`src/rtl/u8dec_pkg.sv`:
```
// shared types, constants and decode functions for the utf-8 to ucs-2 decoder
`default_nettype none

package u8dec_pkg;

    localparam int unsigned ByteW  = 8;
    localparam int unsigned UnitW  = 16;
    localparam int unsigned CountW = 3;
    localparam int unsigned ShiftPerByte = 6;

    // low 16 bits of the per-length marker constants
    localparam logic [UnitW-1:0] MarkLen2    = 16'h3080;
    localparam logic [UnitW-1:0] MarkLenLong = 16'h2080;

    // lead-byte thresholds
    localparam logic [ByteW-1:0] Lead2Min = 8'hC0;
    localparam logic [ByteW-1:0] Lead3Min = 8'hE0;
    localparam logic [ByteW-1:0] Lead4Min = 8'hF0;
    localparam logic [ByteW-1:0] Lead5Min = 8'hF8;
    localparam logic [ByteW-1:0] Lead6Min = 8'hFC;

    localparam logic [CountW-1:0] LenIdle = 3'd0;
    localparam logic [CountW-1:0] LenOne  = 3'd1;
    localparam logic [CountW-1:0] LenTwo  = 3'd2;
    localparam logic [CountW-1:0] LenSix  = 3'd6;

    typedef struct packed {
        logic [UnitW-1:0]  acc;
        logic [CountW-1:0] bytes_left;
        logic [CountW-1:0] seq_len;
    } dec_state_t;

    typedef struct packed {
        logic              emit;
        logic [UnitW-1:0]  code_unit;
        logic              last_unit;
        logic              truncated;
    } dec_result_t;

    function automatic logic [CountW-1:0] lead_length(input logic [ByteW-1:0] b);
        logic [CountW-1:0] len;
        if (b < Lead2Min) begin
            len = 3'd1;
        end else if (b < Lead3Min) begin
            len = 3'd2;
        end else if (b < Lead4Min) begin
            len = 3'd3;
        end else if (b < Lead5Min) begin
            len = 3'd4;
        end else if (b < Lead6Min) begin
            len = 3'd5;
        end else begin
            len = 3'd6;
        end
        return len;
    endfunction

    function automatic logic [UnitW-1:0] length_marker(input logic [CountW-1:0] len);
        logic [UnitW-1:0] mark;
        unique case (len)
            3'd2:                      mark = MarkLen2;
            3'd3, 3'd4, 3'd5, 3'd6:    mark = MarkLenLong;
            default:                   mark = '0;
        endcase
        return mark;
    endfunction

endpackage

`default_nettype wire

```
`src/rtl/u8dec_step.sv`:
```
// one decode step: folds a byte into the sequence state and forms the result
`default_nettype none

module u8dec_step
    import u8dec_pkg::*;
(
    input  wire logic [ByteW-1:0] data_byte,
    input  wire logic             frame_end,
    input  wire dec_state_t       state_cur,
    output dec_state_t            state_next,
    output dec_result_t           result
);

    logic [UnitW-1:0]  acc_new;
    logic [CountW-1:0] left_new;
    logic [CountW-1:0] len_new;

    always_comb begin
        if (state_cur.bytes_left == '0) begin
            // lead byte opens a new sequence
            len_new  = lead_length(data_byte);
            left_new = len_new - LenOne;
            acc_new  = {{(UnitW-ByteW){1'b0}}, data_byte};
        end else begin
            len_new  = state_cur.seq_len;
            left_new = state_cur.bytes_left - LenOne;
            acc_new  = (state_cur.acc << ShiftPerByte) + {{(UnitW-ByteW){1'b0}}, data_byte};
        end
    end

    always_comb begin
        state_next = '0;
        result     = '0;
        if (left_new == '0) begin
            result.emit      = 1'b1;
            result.code_unit = acc_new - length_marker(len_new);
            result.last_unit = frame_end;
        end else if (frame_end) begin
            // partial sequence dropped at frame end
            result.emit      = 1'b1;
            result.last_unit = 1'b1;
            result.truncated = 1'b1;
        end else begin
            state_next.acc        = acc_new;
            state_next.bytes_left = left_new;
            state_next.seq_len    = len_new;
        end
    end

endmodule

`default_nettype wire

```
`src/rtl/utf8_to_ucs2_decoder.sv`:
```
// top level of the utf-8 to ucs-2 decoder: sequence state and result register
`default_nettype none

//  channel  | direction | ports                                          | moves
//  ---------+-----------+------------------------------------------------+---------------------
//  s_       | in        | s_valid s_ready s_data_byte s_frame_end        | one byte request
//  m_       | out       | m_valid m_ready m_code_unit m_last_unit        | one code unit result
//           |           | m_truncated                                    |
//
//  one request is taken per cycle while s_ready is high; a result appears in the cycle after
//  the byte that ends a sequence (or ends the frame inside one), set by the single result register
//  bytes in the middle of a sequence give no result and only update the state registers
//  reset (aresetn low, synchronous) empties the result register and returns to idle
//  s_ready is low only while a held result is stalled by m_ready

module utf8_to_ucs2_decoder
    import u8dec_pkg::*;
(
    input  wire logic             aclk,
    input  wire logic             aresetn,
    input  wire logic             s_valid,
    output logic                  s_ready,
    input  wire logic [ByteW-1:0] s_data_byte,
    input  wire logic             s_frame_end,
    output logic                  m_valid,
    input  wire logic             m_ready,
    output logic [UnitW-1:0]      m_code_unit,
    output logic                  m_last_unit,
    output logic                  m_truncated
);

    dec_state_t       state_reg, state_next, step_state;
    dec_result_t      step_result;
    logic             m_valid_reg, m_valid_next;
    logic [UnitW-1:0] code_unit_reg, code_unit_next;
    logic             last_unit_reg, last_unit_next;
    logic             truncated_reg, truncated_next;
    logic             s_fire;

    // the result register frees up in the same cycle it is taken
    assign s_ready = !m_valid_reg || m_ready;
    assign s_fire  = s_valid && s_ready;

    u8dec_step u_step (
        .data_byte  (s_data_byte),
        .frame_end  (s_frame_end),
        .state_cur  (state_reg),
        .state_next (step_state),
        .result     (step_result)
    );

    always_comb begin
        state_next     = state_reg;
        m_valid_next   = m_valid_reg && !m_ready;
        code_unit_next = code_unit_reg;
        last_unit_next = last_unit_reg;
        truncated_next = truncated_reg;
        if (s_fire) begin
            state_next = step_state;
            if (step_result.emit) begin
                m_valid_next   = 1'b1;
                code_unit_next = step_result.code_unit;
                last_unit_next = step_result.last_unit;
                truncated_next = step_result.truncated;
            end
        end
    end

    // control state cleared on reset, result payload needs none
    always_ff @(posedge aclk) begin
        if (!aresetn) begin
            state_reg   <= '0;
            m_valid_reg <= 1'b0;
        end else begin
            state_reg   <= state_next;
            m_valid_reg <= m_valid_next;
        end
        code_unit_reg <= code_unit_next;
        last_unit_reg <= last_unit_next;
        truncated_reg <= truncated_next;
    end

    assign m_valid     = m_valid_reg;
    assign m_code_unit = code_unit_reg;
    assign m_last_unit = last_unit_reg;
    assign m_truncated = truncated_reg;

    // an open sequence always has a multi-byte length and fewer bytes left than its length
    a_open_seq_len: assert property (@(posedge aclk) disable iff (!aresetn)
        state_reg.bytes_left != '0 |->
            (state_reg.seq_len >= LenTwo && state_reg.seq_len <= LenSix
             && state_reg.bytes_left < state_reg.seq_len))
        else $error("open sequence with inconsistent length");

    // idle state carries no partial character
    a_idle_clean: assert property (@(posedge aclk) disable iff (!aresetn)
        state_reg.bytes_left == '0 |-> (state_reg.acc == '0 && state_reg.seq_len == LenIdle))
        else $error("idle state holds stale accumulator");

    // a frame-end byte always produces a result and leaves the block idle
    a_frame_end_closes: assert property (@(posedge aclk) disable iff (!aresetn)
        s_fire && s_frame_end |=> (m_valid && m_last_unit && state_reg.bytes_left == '0))
        else $error("frame end did not close the frame");

    // a dropped sequence reports a zero code unit on the frame's last result
    a_trunc_form: assert property (@(posedge aclk) disable iff (!aresetn)
        m_valid && m_truncated |-> (m_last_unit && m_code_unit == '0))
        else $error("truncation result malformed");

endmodule

`default_nettype wire
```
`config.mk`:
```
export PLATFORM = sky130hd
export DESIGN_NAME = utf8_to_ucs2_decoder
export DESIGN_NICKNAME = d
export VERILOG_FILES = /design/src/rtl/u8dec_pkg.sv /design/src/rtl/u8dec_step.sv /design/src/rtl/utf8_to_ucs2_decoder.sv
export SDC_FILE = /design/constraint.sdc
export NUM_CORES = 1
export LEC_CHECK = 0
export BUFFER_PORTS_ARGS = -buffer_cell sky130_fd_sc_hd__buf_2
export CORE_MARGIN = 2
export CORE_UTILIZATION = 40
export DETAILED_ROUTE_END_ITERATION = 12
export GPL_ROUTABILITY_DRIVEN = 0
export PLACE_DENSITY_LB_ADDON = 0.25
export SYNTH_ARGS = -nofsm -noshare
export SYNTH_HDL_FRONTEND = slang
export SYNTH_SLANG_ARGS = --single-unit
```
`constraint.sdc`:
```
create_clock -name aclk -period 3.45 [get_ports aclk]
set_input_delay 0.345 -clock aclk [delete_from_list [all_inputs] [get_ports aclk]]
set_output_delay 0.345 -clock aclk [all_outputs]
set_load 0.02 [all_outputs]
```
==> summary.md <==
### Outcome
* complete, no violations — outcome

### Timing
* 0 — number of failing setup endpoints in the final timing report
* 0.2645 ns — Worst Setup Slack, final
* 3.186 ns — shortest clock period the worst path allows after layout
* 0.3139 GHz — Max Clk Rate
* 0.6151 — Max-slew headroom
* 0 ns — setup tns final
* 0.008329 ns — largest clock skew in the final design
* 0 — final max-slew violation count
* 0.9233 — share of the cycle needed by the critical path after routing
* false — RSZ-0062 raised after global routing
* 0.5721 ns — transition time at the pin with the least slew margin
* 0 — final hold vios

### Pwr
* 0.319 — clock network fraction of design power
* 0.9077 nW — leakage power
* 0.3611 mW — net switching power
* 0.245 — logic gate share of total power
* 0.437 — sequential share of power
* 0.3079 — switching portion of total power
* 0.1540 mV — Peak VDD IR
* 0.8116 mW — internal power contribution
* 525.0 nW/um^2 — areal power density over the cells

### Setup path
* 7 — crit-path max FO
* 0 — number of buffers and inverters on the critical path
* 0.26 ns — worst reg-to-reg setup slack
* state_reg[3] — crit path from
* simple AND/OR/NAND/NOR gates — Top Family by Delay on Critical Path
* m_code_unit[13] — FF-to-FF End
* or3_1, a21oi_1, nor2_1, mux2i_1, ha_1, ha_1, nand2_1, nor4b_1, a221o_1, nand2_1, a211o_1, and3_1 — critical path, cell by cell
* 3.50 ns — CP required
* flip-flop — crit end category
* flip-flop — launching element type of the critical path
* m_code_unit[13] — Worst setup endpoint
* 12 — depth of the critical timing path with buffers and inverters included
* 0.50 ns — CP max stage delay
* or3_1 — Slowest-stage cell, CP
* reg -> reg — critical path class
* 3.23 ns — arrival time at the worst endpoint
* 12 — number of cells on the worst reg-to-reg path
* state_reg[3] — Crit Reg-Reg Startpoint

### Synthesis
* edfxtp_1 — flip-flop cell with the highest count after synthesis
* 0 — proportion of synthesized flip-flops having asynchronous set or reset
* 0 — yosys synthesis warning count
* 0.4574 — Seq/Total Area, Yosys
* 1926 um^2 — netlist area before placement
* 215 — Post-Synthesis Net Count
* 18 — number of enable flip-flop cells after synthesis
* 9.977 um^2 — average cell area after synthesis
* 35 — post-synthesis sequential element count
* 49 — count of distinct cell types in the synthesized netlist
* 193 — cell count after synthesis

### Floorplan
* 4692 um^2 — Placeable Area
* 73.38 um — vertical extent of the die
* 33 — count of pins on the block boundary
* 5385 um^2 — die area
* 25 — Rows
* 0.4104 — initial core utilization
* 73.38 um — die span in x

### Min path
* s_data_byte[1] — hold_sp
* in -> reg — type of the most critical hold path
* 2 — cell count of the worst hold path

### CTS
* 0.30 ns — Skew-Pair Late Insertion Delay
* clkbuf_8 — Clock Tree Root
* 0.08 ns — register clock-pin slew on the reported worst setup and hold paths
* 0 — number of buffers inserted for hold repair after clock tree synthesis
* built — TritonCTS clock tree
* 2 — H-tree Lvls
* 35 — clock net sink count
* 5 — number of CTS-inserted buffers
* 0 — postcts setup bufs
* 2 — maximum number of buffers from clock root to sink
* 0 — number of gates resized after CTS

### Layout
* 458 — fillers
* buf_2 — commonest non-fill, non-tap cell in the layout
* 974.7 um^2 — multi-input combinational cell area
* 880.8 um^2 — sequential standard cell area
* buf_2, nor2_1, edfxtp_1 — most used cells in the layout excluding fill and tap cells
* 15.98% — area grow syn2layout
* 247 — nets
* 0.2212 — layout cells sized above 1
* 0 — number of antenna diodes

### Global route
* 0 — initial antenna violation count
* 7003 um — first-pass GRT wire length
* 19 — pin count of the biggest net entering global routing
* 0.1718 — overall track demand over capacity in global routing
* 0 — total overflow reported by the global router
* 1,408 — vias in the first global route

### Placed design
* 0.3187 ns — Post-Place Worst Slack
* 3045 um — Final HPWL DP
* 32 — count of port buffers added during placement

### Route
* 71 — 1st-iter DRT viols
* 4107 um — total length of routed wires
* 5.461 — via density per instance
* 1,529 — via count
* 4 — router iterations before antenna repair
* 0 — number of remaining DRC errors
* 0 — remaining antenna violation count
* 14.67 um — drt wl/cell

### Job
* 0 — count of maximum capacitance violations

[final cells by class]
type,count,share of cell area
clock inverter,3,0.01961
clock buffer,5,0.03081
inverter,4,0.006723
multi-input combinational,144,0.4364
tap,54,0.03025
sequential,35,0.3944
timing repair buffer,35,0.08179
[routing by layer]
metal / vias to the layer above / share of wire / track usage
li1: 767 / - / -
met4: 0 / 0.018 / 0.06667
met2: 46 / 0.44 / 0.2492
met1: 708 / 0.50 / 0.2442
met5: - / 0 / 0
met3: 8 / 0.049 / 0.04527
[power groups by stage]
stage | sequential, mW | combinational (mW) | clock [mW]
2_1_floorplan | 0.560 | 0.175 | 0
3_3_place_gp | 0.520 | 0.285 | 0
3_5_place_dp | 0.521 | 0.289 | 0
4_1_cts | 0.512 | 0.291 | 0.378
5_1_grt | 0.516 | 0.324 | 0.398
6_report | 0.512 | 0.287 | 0.374
[worst min path at each step]
stage	to	slack (ns)
finish	state_reg[7]	0.30
global route	state_reg[6]	0.32
CTS	state_reg[6]	0.29
detailed placement	state_reg[0]	0.44
global placement	state_reg[0]	0.44
floorplan	state_reg[0]	0.42
[kinds of logic (layout without fill, tap and decap cells)]
logic type | Yosys count | after routing | share of synthesized area
and+or+nand+nor | 78 | 78 | 0.2157
adders and majority gates | 9 | 9 | 0.06238
xor gates and xnor gates | 12 | 12 | 0.05458
buffers and inverters | 14 | 47 | 0.03638
muxes | 4 | 4 | 0.02144
AOI/OAI and AO/OA | 41 | 41 | 0.1521
DFF | 35 | 35 | 0.4574
[cells in the mapped netlist, types with 2 or more instances]
library cell / n / area [um^2]
and3_1: 2 / 12.51
nor2b_1: 2 / 12.51
buf_2: 8 / 40.04
o21ai_0: 6 / 30.03
nor2_1: 20 / 75.07
nand3_1: 8 / 40.04
nand4_1: 3 / 18.77
mux2i_1: 3 / 30.03
xor2_1: 5 / 43.79
nand2_1: 14 / 52.55
dfxtp_1: 17 / 340.3
ha_1: 8 / 100.1
a21oi_1: 5 / 25.02
o21ai_1: 5 / 25.02
xnor2_1: 7 / 61.31
nor4b_1: 2 / 17.52
nor4_1: 3 / 18.77
a21o_1: 4 / 30.03
inv_1: 4 / 15.01
nand2b_1: 3 / 18.77
a22o_1: 8 / 70.07
nor3_1: 4 / 20.02
and2_1: 9 / 56.30
edfxtp_1: 18 / 540.5
[through the flow]
stage,std cells,hold slack [ns],utilization,total power [mW],instance area (um^2)
floorplan,193,0.4223,-,0.7355,1926
global placement,272,0.4425,0.4520,0.8046,2121
detailed placement,272,0.4408,0.4520,0.8105,2121
CTS,280,0.2929,0.4760,1.181,2233
global route,280,0.3172,0.4760,1.238,2233
finish,280,0.3040,0.4760,1.173,2233
Note: power is estimated with default switching activity, not from simulation.
